==> src/rtl/core/pli_pkg.sv <==
package pli_pkg;

  // Operation codes carried on the op port.
  localparam logic [2:0] OP_INS_HEAD = 3'd0;
  localparam logic [2:0] OP_INS_TAIL = 3'd1;
  localparam logic [2:0] OP_INS_AT   = 3'd2;
  localparam logic [2:0] OP_REM_HEAD = 3'd3;
  localparam logic [2:0] OP_REM_TAIL = 3'd4;
  localparam logic [2:0] OP_REM_AT   = 3'd5;
  localparam logic [2:0] OP_DUMP     = 3'd6;
  localparam logic [2:0] OP_NONE     = 3'd7;

  // Status codes reported with each result.
  localparam logic [1:0] ST_OK    = 2'd0;
  localparam logic [1:0] ST_EMPTY = 2'd1;
  localparam logic [1:0] ST_FULL  = 2'd2;
  localparam logic [1:0] ST_RANGE = 2'd3;

  // Kind of list walk latched by the datapath when an operation starts.
  localparam logic [1:0] KIND_INS  = 2'd0;
  localparam logic [1:0] KIND_REM  = 2'd1;
  localparam logic [1:0] KIND_DUMP = 2'd2;

  // Commands from the controller to the datapath.
  typedef struct packed {
    logic load;
    logic step;
    logic shift;
    logic put_handle;
    logic cnt_inc;
    logic cnt_dec;
    logic emit_err;
    logic emit_done;
    logic emit_dump;
  } pli_cmd_t;

  // Status from the datapath to the controller.
  typedef struct packed {
    logic err;
    logic left_zero;
    logic rd_valid;
  } pli_sts_t;

endpackage

==> src/rtl/core/pli_ctrl.sv <==
module pli_ctrl (
  input  logic              clk,
  input  logic              rst,
  input  logic              start,
  input  logic [2:0]        op,
  input  pli_pkg::pli_sts_t sts,
  output pli_pkg::pli_cmd_t cmd,
  output logic              busy
);

  localparam logic [1:0] S_IDLE = 2'd0;
  localparam logic [1:0] S_INS  = 2'd1;
  localparam logic [1:0] S_REM  = 2'd2;
  localparam logic [1:0] S_DUMP = 2'd3;

  logic [1:0] state;
  logic [1:0] state_next;

  assign busy = (state != S_IDLE);

  // Next state and command decode.
  always_comb begin
    cmd        = '0;
    state_next = state;
    case (state)
      S_IDLE: begin
        if (start && (op != pli_pkg::OP_NONE)) begin
          if (sts.err) begin
            cmd.emit_err = 1'b1;
          end else begin
            cmd.load = 1'b1;
            if (op inside {pli_pkg::OP_INS_HEAD, pli_pkg::OP_INS_TAIL, pli_pkg::OP_INS_AT}) begin
              state_next = S_INS;
            end else if (op inside {pli_pkg::OP_REM_HEAD, pli_pkg::OP_REM_TAIL,
                                    pli_pkg::OP_REM_AT}) begin
              state_next = S_REM;
            end else begin
              state_next = S_DUMP;
            end
          end
        end
      end
      S_INS: begin
        // Move the tail segment up one place, then drop the new handle in.
        cmd.shift = 1'b1;
        cmd.step  = !sts.left_zero;
        if (sts.left_zero && !sts.rd_valid) begin
          cmd.put_handle = 1'b1;
          cmd.cnt_inc    = 1'b1;
          cmd.emit_done  = 1'b1;
          state_next     = S_IDLE;
        end
      end
      S_REM: begin
        // Read the victim, then pull the tail segment down one place.
        cmd.shift = 1'b1;
        cmd.step  = !sts.left_zero;
        if (sts.left_zero && !sts.rd_valid) begin
          cmd.cnt_dec   = 1'b1;
          cmd.emit_done = 1'b1;
          state_next    = S_IDLE;
        end
      end
      S_DUMP: begin
        // One read per cycle; each read word passes through the read register into the result register.
        cmd.step      = !sts.left_zero;
        cmd.emit_dump = sts.rd_valid;
        if (sts.rd_valid && sts.left_zero) begin
          state_next = S_IDLE;
        end
      end
      default: begin
        state_next = S_IDLE;
      end
    endcase
  end

  // State register.
  always_ff @(posedge clk) begin
    if (rst) begin
      state <= S_IDLE;
    end else begin
      state <= state_next;
    end
  end

endmodule

==> src/rtl/core/pli_datapath.sv <==
module pli_datapath #(
  parameter int CAPACITY    = 64,
  parameter int HANDLE_BITS = 11,
  localparam int CW = $clog2(CAPACITY + 1),
  localparam int AW = $clog2(CAPACITY)
) (
  input  logic                   clk,
  input  logic                   rst,
  input  logic [2:0]             op,
  input  logic [CW-1:0]          position,
  input  logic [HANDLE_BITS-1:0] handle,
  input  pli_pkg::pli_cmd_t      cmd,
  output pli_pkg::pli_sts_t      sts,
  output logic                   strobe,
  output logic [HANDLE_BITS-1:0] handle_out,
  output logic [1:0]             status,
  output logic                   last,
  output logic [CW-1:0]          count_out
);

  logic [HANDLE_BITS-1:0] mem [CAPACITY];
  logic [HANDLE_BITS-1:0] rdata;
  logic [HANDLE_BITS-1:0] hold_handle;
  logic [HANDLE_BITS-1:0] got;
  logic [HANDLE_BITS-1:0] mem_wd;
  logic [CW-1:0]          count;
  logic [CW-1:0]          count_next;
  logic [CW-1:0]          epos;
  logic [CW-1:0]          hold_pos;
  logic [CW-1:0]          left;
  logic [AW-1:0]          ra;
  logic [AW-1:0]          wa;
  logic [AW-1:0]          mem_wa;
  logic [1:0]             kind;
  logic [1:0]             kind_in;
  logic [1:0]             err_code;
  logic                   err;
  logic                   rv;
  logic                   first;
  logic                   rfirst;
  logic                   mem_we;

  // Effective position, walk kind and error check for the offered item.
  always_comb begin
    epos     = '0;
    kind_in  = pli_pkg::KIND_DUMP;
    err      = 1'b0;
    err_code = pli_pkg::ST_OK;
    case (op)
      pli_pkg::OP_INS_HEAD: begin
        kind_in = pli_pkg::KIND_INS;
      end
      pli_pkg::OP_INS_TAIL: begin
        epos    = count;
        kind_in = pli_pkg::KIND_INS;
      end
      pli_pkg::OP_INS_AT: begin
        epos    = position;
        kind_in = pli_pkg::KIND_INS;
      end
      pli_pkg::OP_REM_HEAD: begin
        kind_in = pli_pkg::KIND_REM;
      end
      pli_pkg::OP_REM_TAIL: begin
        epos    = count - CW'(1);
        kind_in = pli_pkg::KIND_REM;
      end
      pli_pkg::OP_REM_AT: begin
        epos    = position;
        kind_in = pli_pkg::KIND_REM;
      end
      default: begin
        kind_in = pli_pkg::KIND_DUMP;
      end
    endcase
    if (kind_in == pli_pkg::KIND_INS) begin
      if (count == CW'(CAPACITY)) begin
        err      = 1'b1;
        err_code = pli_pkg::ST_FULL;
      end else if (epos > count) begin
        err      = 1'b1;
        err_code = pli_pkg::ST_RANGE;
      end
    end else if (kind_in == pli_pkg::KIND_REM) begin
      if (count == '0) begin
        err      = 1'b1;
        err_code = pli_pkg::ST_EMPTY;
      end else if (epos >= count) begin
        err      = 1'b1;
        err_code = pli_pkg::ST_RANGE;
      end
    end else if ((op == pli_pkg::OP_DUMP) && (count == '0)) begin
      err      = 1'b1;
      err_code = pli_pkg::ST_EMPTY;
    end
  end

  always_comb begin
    count_next = count;
    if (cmd.cnt_inc) begin
      count_next = count + CW'(1);
    end else if (cmd.cnt_dec) begin
      count_next = count - CW'(1);
    end
  end

  assign sts.err       = err;
  assign sts.left_zero = (left == '0);
  assign sts.rd_valid  = rv;

  // Write port: a shifted word taken from the registered read data, or the new handle.
  assign mem_we = cmd.put_handle | (cmd.shift & rv & !rfirst);
  assign mem_wa = cmd.put_handle ? hold_pos[AW-1:0] : wa;
  assign mem_wd = cmd.put_handle ? hold_handle : rdata;

  // Entry memory with registered read.
  always_ff @(posedge clk) begin
    if (mem_we) begin
      mem[mem_wa] <= mem_wd;
    end
    if (cmd.step) begin
      rdata <= mem[ra];
    end
  end

  // Control counters and flags.
  always_ff @(posedge clk) begin
    if (rst) begin
      count  <= '0;
      left   <= '0;
      rv     <= 1'b0;
      first  <= 1'b0;
      rfirst <= 1'b0;
      strobe <= 1'b0;
    end else begin
      count  <= count_next;
      rv     <= cmd.step;
      rfirst <= cmd.step & first;
      strobe <= cmd.emit_err | cmd.emit_done | cmd.emit_dump;
      if (cmd.load) begin
        left  <= count - epos;
        first <= (kind_in == pli_pkg::KIND_REM);
      end else if (cmd.step) begin
        left  <= left - CW'(1);
        first <= 1'b0;
      end
    end
  end

  // Walk addresses and operands.
  always_ff @(posedge clk) begin
    if (cmd.load) begin
      kind        <= kind_in;
      hold_pos    <= epos;
      hold_handle <= handle;
      if (kind_in == pli_pkg::KIND_INS) begin
        ra <= AW'(count - CW'(1));
      end else begin
        ra <= epos[AW-1:0];
      end
    end else if (cmd.step) begin
      if (kind == pli_pkg::KIND_INS) begin
        ra <= ra - AW'(1);
        wa <= ra + AW'(1);
      end else begin
        ra <= ra + AW'(1);
        wa <= ra - AW'(1);
      end
    end
    if (cmd.shift && rv && rfirst) begin
      got <= rdata;
    end
  end

  // Result register.
  always_ff @(posedge clk) begin
    if (cmd.emit_err) begin
      handle_out <= '0;
      status     <= err_code;
      last       <= 1'b1;
      count_out  <= count;
    end else if (cmd.emit_done) begin
      handle_out <= (kind == pli_pkg::KIND_REM) ? got : '0;
      status     <= pli_pkg::ST_OK;
      last       <= 1'b1;
      count_out  <= count_next;
    end else if (cmd.emit_dump) begin
      handle_out <= rdata;
      status     <= pli_pkg::ST_OK;
      last       <= (left == '0);
      count_out  <= count;
    end
  end

endmodule

==> src/rtl/core/positional_list_insert_remove_core.sv <==
// Channel   Transfer when          Signals
// -------   --------------------   ---------------------------------------
// command   start & !busy          op, position, handle
// result    strobe (one cycle)     handle_out, status, last, count_out
//
// Insert or remove at position p holds busy while the entries from p to the tail are
// walked; a dump holds it while every entry is read; a refused or unused operation
// never raises busy. Each result is registered and shows in the cycle after the
// cycle that made it. The entry memory does one read and one write per cycle, so a
// walk moves one entry per cycle. Reset is synchronous and empties the list; the
// entry memory is not cleared. The receiver cannot stall.
module positional_list_insert_remove_core #(
  parameter int CAPACITY    = 64,
  parameter int HANDLE_BITS = 11,
  localparam int CW = $clog2(CAPACITY + 1)
) (
  input  logic                   clk,
  input  logic                   rst,
  input  logic                   start,
  output logic                   busy,
  input  logic [2:0]             op,
  input  logic [CW-1:0]          position,
  input  logic [HANDLE_BITS-1:0] handle,
  output logic                   strobe,
  output logic [HANDLE_BITS-1:0] handle_out,
  output logic [1:0]             status,
  output logic                   last,
  output logic [CW-1:0]          count_out
);

  pli_pkg::pli_cmd_t cmd;
  pli_pkg::pli_sts_t sts;

  // Sequencer.
  pli_ctrl u_ctrl (
    .clk   (clk),
    .rst   (rst),
    .start (start),
    .op    (op),
    .sts   (sts),
    .cmd   (cmd),
    .busy  (busy)
  );

  // Entry memory, counters and result register.
  pli_datapath #(
    .CAPACITY    (CAPACITY),
    .HANDLE_BITS (HANDLE_BITS)
  ) u_datapath (
    .clk        (clk),
    .rst        (rst),
    .op         (op),
    .position   (position),
    .handle     (handle),
    .cmd        (cmd),
    .sts        (sts),
    .strobe     (strobe),
    .handle_out (handle_out),
    .status     (status),
    .last       (last),
    .count_out  (count_out)
  );

`ifndef SYNTHESIS
  // The final result of an operation leaves the block ready for the next.
  a_last_idle: assert property (@(posedge clk) disable iff (rst)
    strobe && last |-> !busy)
    else $error("busy still high with the final result");

  // A refused operation returns no handle and ends its own sequence.
  a_err_result: assert property (@(posedge clk) disable iff (rst)
    strobe && (status != pli_pkg::ST_OK) |-> last && (handle_out == '0))
    else $error("error result carries a handle or is not final");

  // The list never reports more entries than it can hold.
  a_count_bound: assert property (@(posedge clk) disable iff (rst)
    strobe |-> (count_out <= CW'(CAPACITY)))
    else $error("count exceeds capacity");

  // An unused opcode is dropped without a result.
  a_unused_op: assert property (@(posedge clk) disable iff (rst)
    start && !busy && (op == pli_pkg::OP_NONE) |=> !strobe && !busy)
    else $error("unused opcode produced activity");
`endif

endmodule
==> config.mk <==
export PLATFORM = sky130hd
export DESIGN_NAME = positional_list_insert_remove_core
export DESIGN_NICKNAME = d
export VERILOG_FILES = /design/src/rtl/core/pli_pkg.sv /design/src/rtl/core/pli_ctrl.sv /design/src/rtl/core/pli_datapath.sv /design/src/rtl/core/positional_list_insert_remove_core.sv
export SDC_FILE = /design/constraint.sdc
export NUM_CORES = 1
export LEC_CHECK = 0
export BUFFER_PORTS_ARGS = -buffer_cell sky130_fd_sc_hd__buf_2
export CAP_MARGIN = 20
export CORE_MARGIN = 3
export CORE_UTILIZATION = 35
export DETAILED_ROUTE_END_ITERATION = 7
export GPL_TIMING_DRIVEN = 0
export SYNTH_ARGS = -nofsm -noshare
export SYNTH_HDL_FRONTEND = slang
export SYNTH_SLANG_ARGS = --single-unit
==> constraint.sdc <==
create_clock -name clk -period 4.3 [get_ports clk]
set_input_delay 0.43 -clock clk [delete_from_list [all_inputs] [get_ports clk]]
set_output_delay 0.43 -clock clk [all_outputs]
set_load 0.05 [all_outputs]
==> results.sh, run 1 <==
export IMPL_hold_viol=0
export IMPL_min_path_cells=3
export IMPL_fin_cells=3084
export IMPL_die_h_um=310
export IMPL_pwr_share_seq_pct=38.0
export IMPL_arrival_ns=4.48
export IMPL_clock_sink_count=798
export IMPL_setup_violations=0
export IMPL_overflow=0
export IMPL_synth_warnings=0
export IMPL_cts_root_buf="clkbuf_16"
export IMPL_ys_seq_area_share_pct=73.2
export IMPL_grt_use_total_pct=17.7
export IMPL_wl_met2_um=41000
export IMPL_antenna_left=0
export IMPL_ir_drop_v=0.000376
export IMPL_die_area_mm2=0.0959
export IMPL_crit_required_ns=4.64
export IMPL_slew_headroom_pct=24.3
export IMPL_drv_cap=0
export IMPL_fin_skew_ns=0.0238
export IMPL_drive_gt1_share_pct=28.9
export IMPL_combPwrFrac_pct=35.1
export IMPL_critPathKind="reg -> reg"
export IMPL_rr_startpoint="u_datapath.ra[1]"
export IMPL_synthCells=1649
export IMPL_p_sw_uw=8690
export IMPL_cell_internal_pwr_uw=16900
export IMPL_fmax_mhz=242
export IMPL_placedCellCount=2900
export IMPL_num_rows=110
export IMPL_wire_per_inst_um=27.5
export IMPL_synth_edff_count=766
export IMPL_rr_worst_depth=7
export IMPL_powerDensity_mw_per_mm2=681
export IMPL_synth_fp_nets=1691
export IMPL_rsz0062_at_grt="false"
export IMPL_fill_cells=7864
export IMPL_wl_met3_um=6760
export IMPL_max_slew_worst_pin_slew_ns=1.14
export IMPL_synthArstFlopShare_pct=0
export IMPL_grt_max_degree=65
export IMPL_power_uw=25600
export IMPL_grt_pass1_vias=17016
export IMPL_grt_pass1_wl_um=122000
export IMPL_synth_ff_latch_count=798
export IMPL_dp_hpwl_um=57700
export IMPL_insertion_delay_ns=0.63
export IMPL_dieWidth_um=310
export IMPL_synth_cell_types=64
export IMPL_critPathMaxFanout=10
export IMPL_switching_share_pct=33.9
export IMPL_antenna_cells=0
export IMPL_highest_layer="met4"
export IMPL_totalWireLength_um=84900
export IMPL_drt_vias_per_instance=5.51
export IMPL_critPathCaptureType="flip-flop"
export IMPL_r2r_end="u_datapath.rdata[8]"
export IMPL_io_buffers=45
export IMPL_pin_count=47
export IMPL_slew_viol_final=0
export IMPL_coreArea_mm2=0.0907
export IMPL_p_leak_uw=0.0121
export IMPL_clk_pin_slew_worst_paths_ns=0.06
export IMPL_rrSetupSlack_ns=0.16
export IMPL_place_congestion=0.865
export IMPL_antenna_found_initial=0
export IMPL_final_nets=1892
export IMPL_firstDrtPassIters=5
export IMPL_syn_avg_cell_area_um2=19.6
export IMPL_clockBufferDepth=3
export IMPL_cts_tree="built"
export IMPL_num_vias=16993
export IMPL_fin_tns_setup_ns=0
export IMPL_clock_power_share_pct=26.9
export IMPL_detail_route_iter0_violations=1945
export IMPL_start_util_pct=35.6
export IMPL_status="completed"
export IMPL_synth_flop_cell="edfxtp_1"
export IMPL_numCtsBuffers=80
export IMPL_syn2layout_area_growth_pct=16.5
export IMPL_syn_area_mm2=0.0323
export IMPL_wl_met1_um=34200
export IMPL_drc_errors=0
export IMPL_endpoint="u_datapath.rdata[8]"
export IMPL_fin_crit_ns=4.14
export IMPL_startpoint="u_datapath.ra[1]"
export IMPL_start_kind="flip-flop"
export IMPL_fin_crit_sh_pct=96.2
export IMPL_cts_max_level=3
export IMPL_hold_path_class="in -> reg"
## cell usage in the layout, fill, tap and decap left out, drive strengths merged, types with 4 or more instances in the layout
cell type	Yosys	final
o2bb2ai	13	13
inv	25	29
nor3	13	13
xor2	6	6
dfxtp	32	32
nand3	21	21
buf	43	150
bufinv	0	8
xnor2	25	25
a211oi	15	15
nand4	4	4
edfxtp	766	766
and3	17	17
mux2i	23	23
nand2	58	58
and2	13	13
mux2	18	18
clkbuf	48	144
a21oi	48	48
clkinv	0	26
nand2b	10	10
a31oi	6	6
nand3b	8	8
or2	6	6
mux4	215	215
dlygate4sd3	0	11
nor2	98	98
ha	17	17
clkinvlp	0	5
o21a	7	7
a22oi	4	4
o211ai	6	6
o21ai	26	26
a21o	9	9
nor2b	9	9
## cell usage after synthesis (17+ instances only)
| master | instances | share of area [%] |
|---|---|---|
| a21oi_1 | 47 | 0.73 |
| and3_1 | 17 | 0.33 |
| buf_2 | 28 | 0.43 |
| clkbuf_1 | 48 | 0.56 |
| dfxtp_1 | 32 | 2.0 |
| edfxtp_1 | 766 | 71 |
| ha_1 | 17 | 0.66 |
| inv_1 | 24 | 0.28 |
| mux2_2 | 17 | 0.59 |
| mux2i_1 | 23 | 0.71 |
| mux4_2 | 215 | 15 |
| nand2_1 | 58 | 0.67 |
| nand3_1 | 21 | 0.33 |
| nor2_1 | 98 | 1.1 |
| o21ai_0 | 22 | 0.34 |
| xnor2_1 | 25 | 0.68 |
## cell type report
class | count | area [µm²] | area share, %
sequential | 798 | 23600 | 62.9
clock inverter | 42 | 449 | 1.19
timing repair inverter | 1 | 7.51 | 0.0200
multi-input combinational | 735 | 8340 | 22.2
buffer | 89 | 460 | 1.22
timing repair buffer | 120 | 1030 | 2.74
inverter | 25 | 100 | 0.266
tap | 1176 | 1470 | 3.91
clock buffer | 98 | 2110 | 5.61
## flip-flops by register name (all words and copies together), names as in the netlist, 7 cells and up
signal and flops:
u_datapath.count_out 7, u_datapath.handle_out 11, u_datapath.count 7, u_datapath.got 11, u_datapath.mem 704, u_datapath.hold_handle 11
u_datapath.left 7, u_datapath.rdata 11
## critical path: stages, from the launching register on
cell,delay (ns)
edfxtp_1,0.37
clkbuf_1,0.65
buf_2,0.48
clkbuf_1,0.70
mux4_2,0.41
mux4_2,0.55
mux2i_1,0.50
a21oi_1,0.19
## worst min-delay path by stage
| stage | from | end | slack [ns] |
|---|---|---|---|
| final | op[2] | u_ctrl.state[1] | 0.18 |
| after floorplan | u_datapath.first | u_datapath.rfirst | 0.43 |
| after global placement | u_datapath.handle_out[0] | u_datapath.handle_out[0] | 0.45 |
| after CTS | op[2] | u_ctrl.state[1] | 0.15 |
| after global routing | op[2] | u_ctrl.state[1] | 0.18 |
| after detailed placement | u_datapath.handle_out[4] | u_datapath.handle_out[4] | 0.44 |
## power groups by stage
stage	logic [µW]	clock network, µW	registers (µW)
CTS	8780	7010	9720
detailed placement	8610	0	9870
floorplan	5050	0	10200
global route	9490	7340	9750
finish	8990	6900	9720
global placement	8340	0	9890
## routing by layer
layer / track usage [%] / vias to the layer above
li1: - / 7137
met1: 23.5 / 8915
met2: 29.0 / 796
met3: 3.70 / 145
met4: 6.38 / 0
met5: 0 / -
## timing repair
action | CTS | global route
setup buffers | 7 | 8
resized for setup | 48 | 36
setup endpoints to repair | 384 | 533
hold endpoints to repair | 11 | 0
pin swaps | 3 | 6
hold buffers | 11 | 0
cloned | 1 | 0
## kinds of logic after synthesis
kind of cell | Yosys count | synth area share (%)
xor+xnor | 31 | 0.841
buf+inv | 116 | 1.59
flops | 798 | 73.2
mux | 256 | 16.3
compound gates | 162 | 3.33
simple gates | 268 | 3.94
fa+ha+maj | 18 | 0.721
## through the flow
| step | hold WS (ns) | setup slack (ns) | area (µm²) | util (%) |
|---|---|---|---|---|
| finish | 0.177 | 0.162 | 37600 | 41.5 |
| detailed placement | 0.442 | -1.14 | 34400 | 37.9 |
| floorplan | 0.429 | 0.0270 | 32300 | - |
| global placement | 0.446 | -1.13 | 34000 | 37.5 |
| global route | 0.182 | 0.000102 | 37600 | 41.5 |
| CTS | 0.149 | -0.128 | 37200 | 41.1 |
No activity file was read; power rests on OpenSTA's default activity.
==> inputs of run 2 (changes only) <==
--- a/config.mk
+++ b/config.mk
@@ -11,6 +11,7 @@
 export CORE_UTILIZATION = 35
 export DETAILED_ROUTE_END_ITERATION = 7
 export GPL_TIMING_DRIVEN = 0
+export RECOVER_POWER = 25
 export SYNTH_ARGS = -nofsm -noshare
 export SYNTH_HDL_FRONTEND = slang
 export SYNTH_SLANG_ARGS = --single-unit
==> results.sh, run 2 (same netlist as run 1, synthesis figures left out) <==
export IMPL_status="completed"
export IMPL_final_nets=1892
export IMPL_layout_common_cells="edfxtp_1, mux4_2, clkbuf_16"
export IMPL_powerDensity_mw_per_mm2=680
export IMPL_rr_startpoint="u_datapath.ra[1]"
export IMPL_syn2layout_area_growth_pct=16.4
export IMPL_cts_tree="built"
export IMPL_insertion_delay_ns=0.63
export IMPL_start_util_pct=35.6
export IMPL_num_vias=16982
export IMPL_fin_crit_sh_pct=96.2
export IMPL_multi_input_area_mm2=0.00834
export IMPL_critPathKind="reg -> reg"
export IMPL_critPathMaxFanout=10
export IMPL_rrSetupSlack_ns=0.16
export IMPL_start_kind="flip-flop"
export IMPL_drt_vias_per_instance=5.51
export IMPL_min_path_cells=3
export IMPL_fmax_mhz=242
export IMPL_num_rows=110
export IMPL_cp_slowest_cell="clkbuf_1"
export IMPL_antenna_cells=0
export IMPL_path_delay_family="buffers and inverters"
export IMPL_io_buffers=45
export IMPL_die_h_um=310
export IMPL_drc_errors=0
export IMPL_totalWireLength_um=85000
export IMPL_ir_drop_v=0.000377
export IMPL_wire_per_inst_um=27.6
export IMPL_antenna_left=0
export IMPL_largest_reg_flops=704
export IMPL_regMostFlops="u_datapath.mem"
export IMPL_hold_viol=0
export IMPL_cp_slowest_stage_delay_ns=0.70
export IMPL_clk_pin_slew_worst_paths_ns=0.06
export IMPL_grt_pass1_wl_um=122000
export IMPL_slew_viol_final=0
export IMPL_path_buf_inv=3
export IMPL_regArea_mm2=0.0236
export IMPL_grt_pass1_vias=17016
export IMPL_final_common_cell="edfxtp_1"
export IMPL_fin_tns_setup_ns=0
export IMPL_detail_route_iter0_violations=1936
export IMPL_dieWidth_um=310
export IMPL_crit_required_ns=4.64
export IMPL_min_from="op[2]"
export IMPL_cts_root_buf="clkbuf_16"
export IMPL_arrival_ns=4.48
export IMPL_r2r_end="u_datapath.rdata[8]"
export IMPL_p_leak_uw=0.0120
export IMPL_max_slew_worst_pin_slew_ns=1.14
export IMPL_antenna_found_initial=0
export IMPL_setup_violations=0
export IMPL_hold_path_end="u_ctrl.state[1]"
export IMPL_firstDrtPassIters=5
export IMPL_placedInstanceArea_mm2=0.0344
export IMPL_numCtsBuffers=80
export IMPL_slew_headroom_pct=24.1
export IMPL_final_cell_area_mm2=0.0376
export IMPL_drv_cap=0
export IMPL_rsz0062_at_grt="false"
export IMPL_grt_max_degree=65
export IMPL_clockBufferDepth=3
export IMPL_hold_path_class="in -> reg"
export IMPL_crit_path_cell_trace="clkbuf_1 > buf_2 > clkbuf_1 > mux4_2 > mux4_2 > mux2i_1 > a21oi_1"
export IMPL_rr_worst_depth=7
export IMPL_fill_cells=7871
export IMPL_dp_hpwl_um=57700
export IMPL_critPathCaptureType="flip-flop"
export IMPL_die_area_mm2=0.0959
export IMPL_fin_skew_ns=0.0237
export IMPL_clock_sink_count=798
export IMPL_coreArea_mm2=0.0907
export IMPL_fin_crit_ns=4.14
export IMPL_grt_use_total_pct=17.7
export IMPL_place_congestion=0.865
export IMPL_drive_gt1_share_pct=27.6
export IMPL_pin_count=47
export IMPL_overflow=0
export IMPL_cts_max_level=3
## run 2: cell type report
| class | count | area share (%) |
|---|---|---|
| Timing Repair Buffer | 120 | 2.66 |
| Buffer | 89 | 1.23 |
| Multi-Input combinational cell | 735 | 22.2 |
| Clock buffer | 98 | 5.62 |
| Timing Repair inverter | 1 | 0.0200 |
| Sequential cell | 798 | 62.9 |
| Tap cell | 1176 | 3.91 |
| Clock inverter | 42 | 1.20 |
| Inverter | 25 | 0.266 |
## run 2: repair_timing
item,CTS,global route
gates cloned,1,0
hold buffers,11,0
gates resized for setup,48,36
endpoints found under the setup margin,384,533
setup buffers,7,8
pin swaps,3,6
hold endpoints to repair,11,0
## run 2: worst max path at each step
| stage | start | endpoint | slack [ns] | cells after the start |
|---|---|---|---|---|
| after detailed placement | u_datapath.count[0] | u_datapath.ra[1] | -1.14 | 19 |
| after global placement | u_datapath.count[0] | u_datapath.ra[1] | -1.13 | 19 |
| after CTS | u_datapath.left[0] | u_datapath.mem[18][7] | -0.13 | 9 |
| final | u_datapath.ra[1] | u_datapath.rdata[8] | 0.16 | 7 |
| after global routing | u_datapath.left[0] | u_datapath.mem[48][7] | 0.0001 | 9 |
| after floorplan | u_datapath.count[0] | u_datapath.ra[1] | 0.03 | 19 |
## run 2: worst reg2reg max path, cell delays in order (launching register included)
cell,delay [ns]
edfxtp_1,0.37
clkbuf_1,0.65
buf_2,0.48
clkbuf_1,0.70
mux4_2,0.41
mux4_2,0.55
mux2i_1,0.50
a21oi_1,0.19
## run 2: per-stage QoR
step	util (%)	hold slack (ns)	total power [µW]	setup WS (ns)	cells
floorplan	-	0.429	15200	0.0270	1649
CTS	41.1	0.149	25500	-0.128	3057
global placement	37.5	0.446	18200	-1.13	2870
detailed placement	37.9	0.442	18500	-1.14	2900
finish	41.4	0.180	25600	0.164	3084
global route	41.4	0.183	26500	0.000102	3084
## run 2: metal layers
metal  global-route usage [%]  routed length [µm]  vias up
met4                     6.38                2870        0
met5                        0                   0        -
met3                     3.70                6630      139
li1                         -                   -     7140
met2                     29.0               41100      770
met1                     23.5               34400     8933
## run 2: power breakdown
part / leakage (µW) / internal (µW) / switching (µW) / total [µW]
Sequential: 0.00716 / 9530 / 193 / 9730
Combinational: 0.00358 / 3370 / 5590 / 8960
Clock: 0.00124 / 3980 / 2900 / 6890
Total: 0.0120 / 16900 / 8680 / 25600
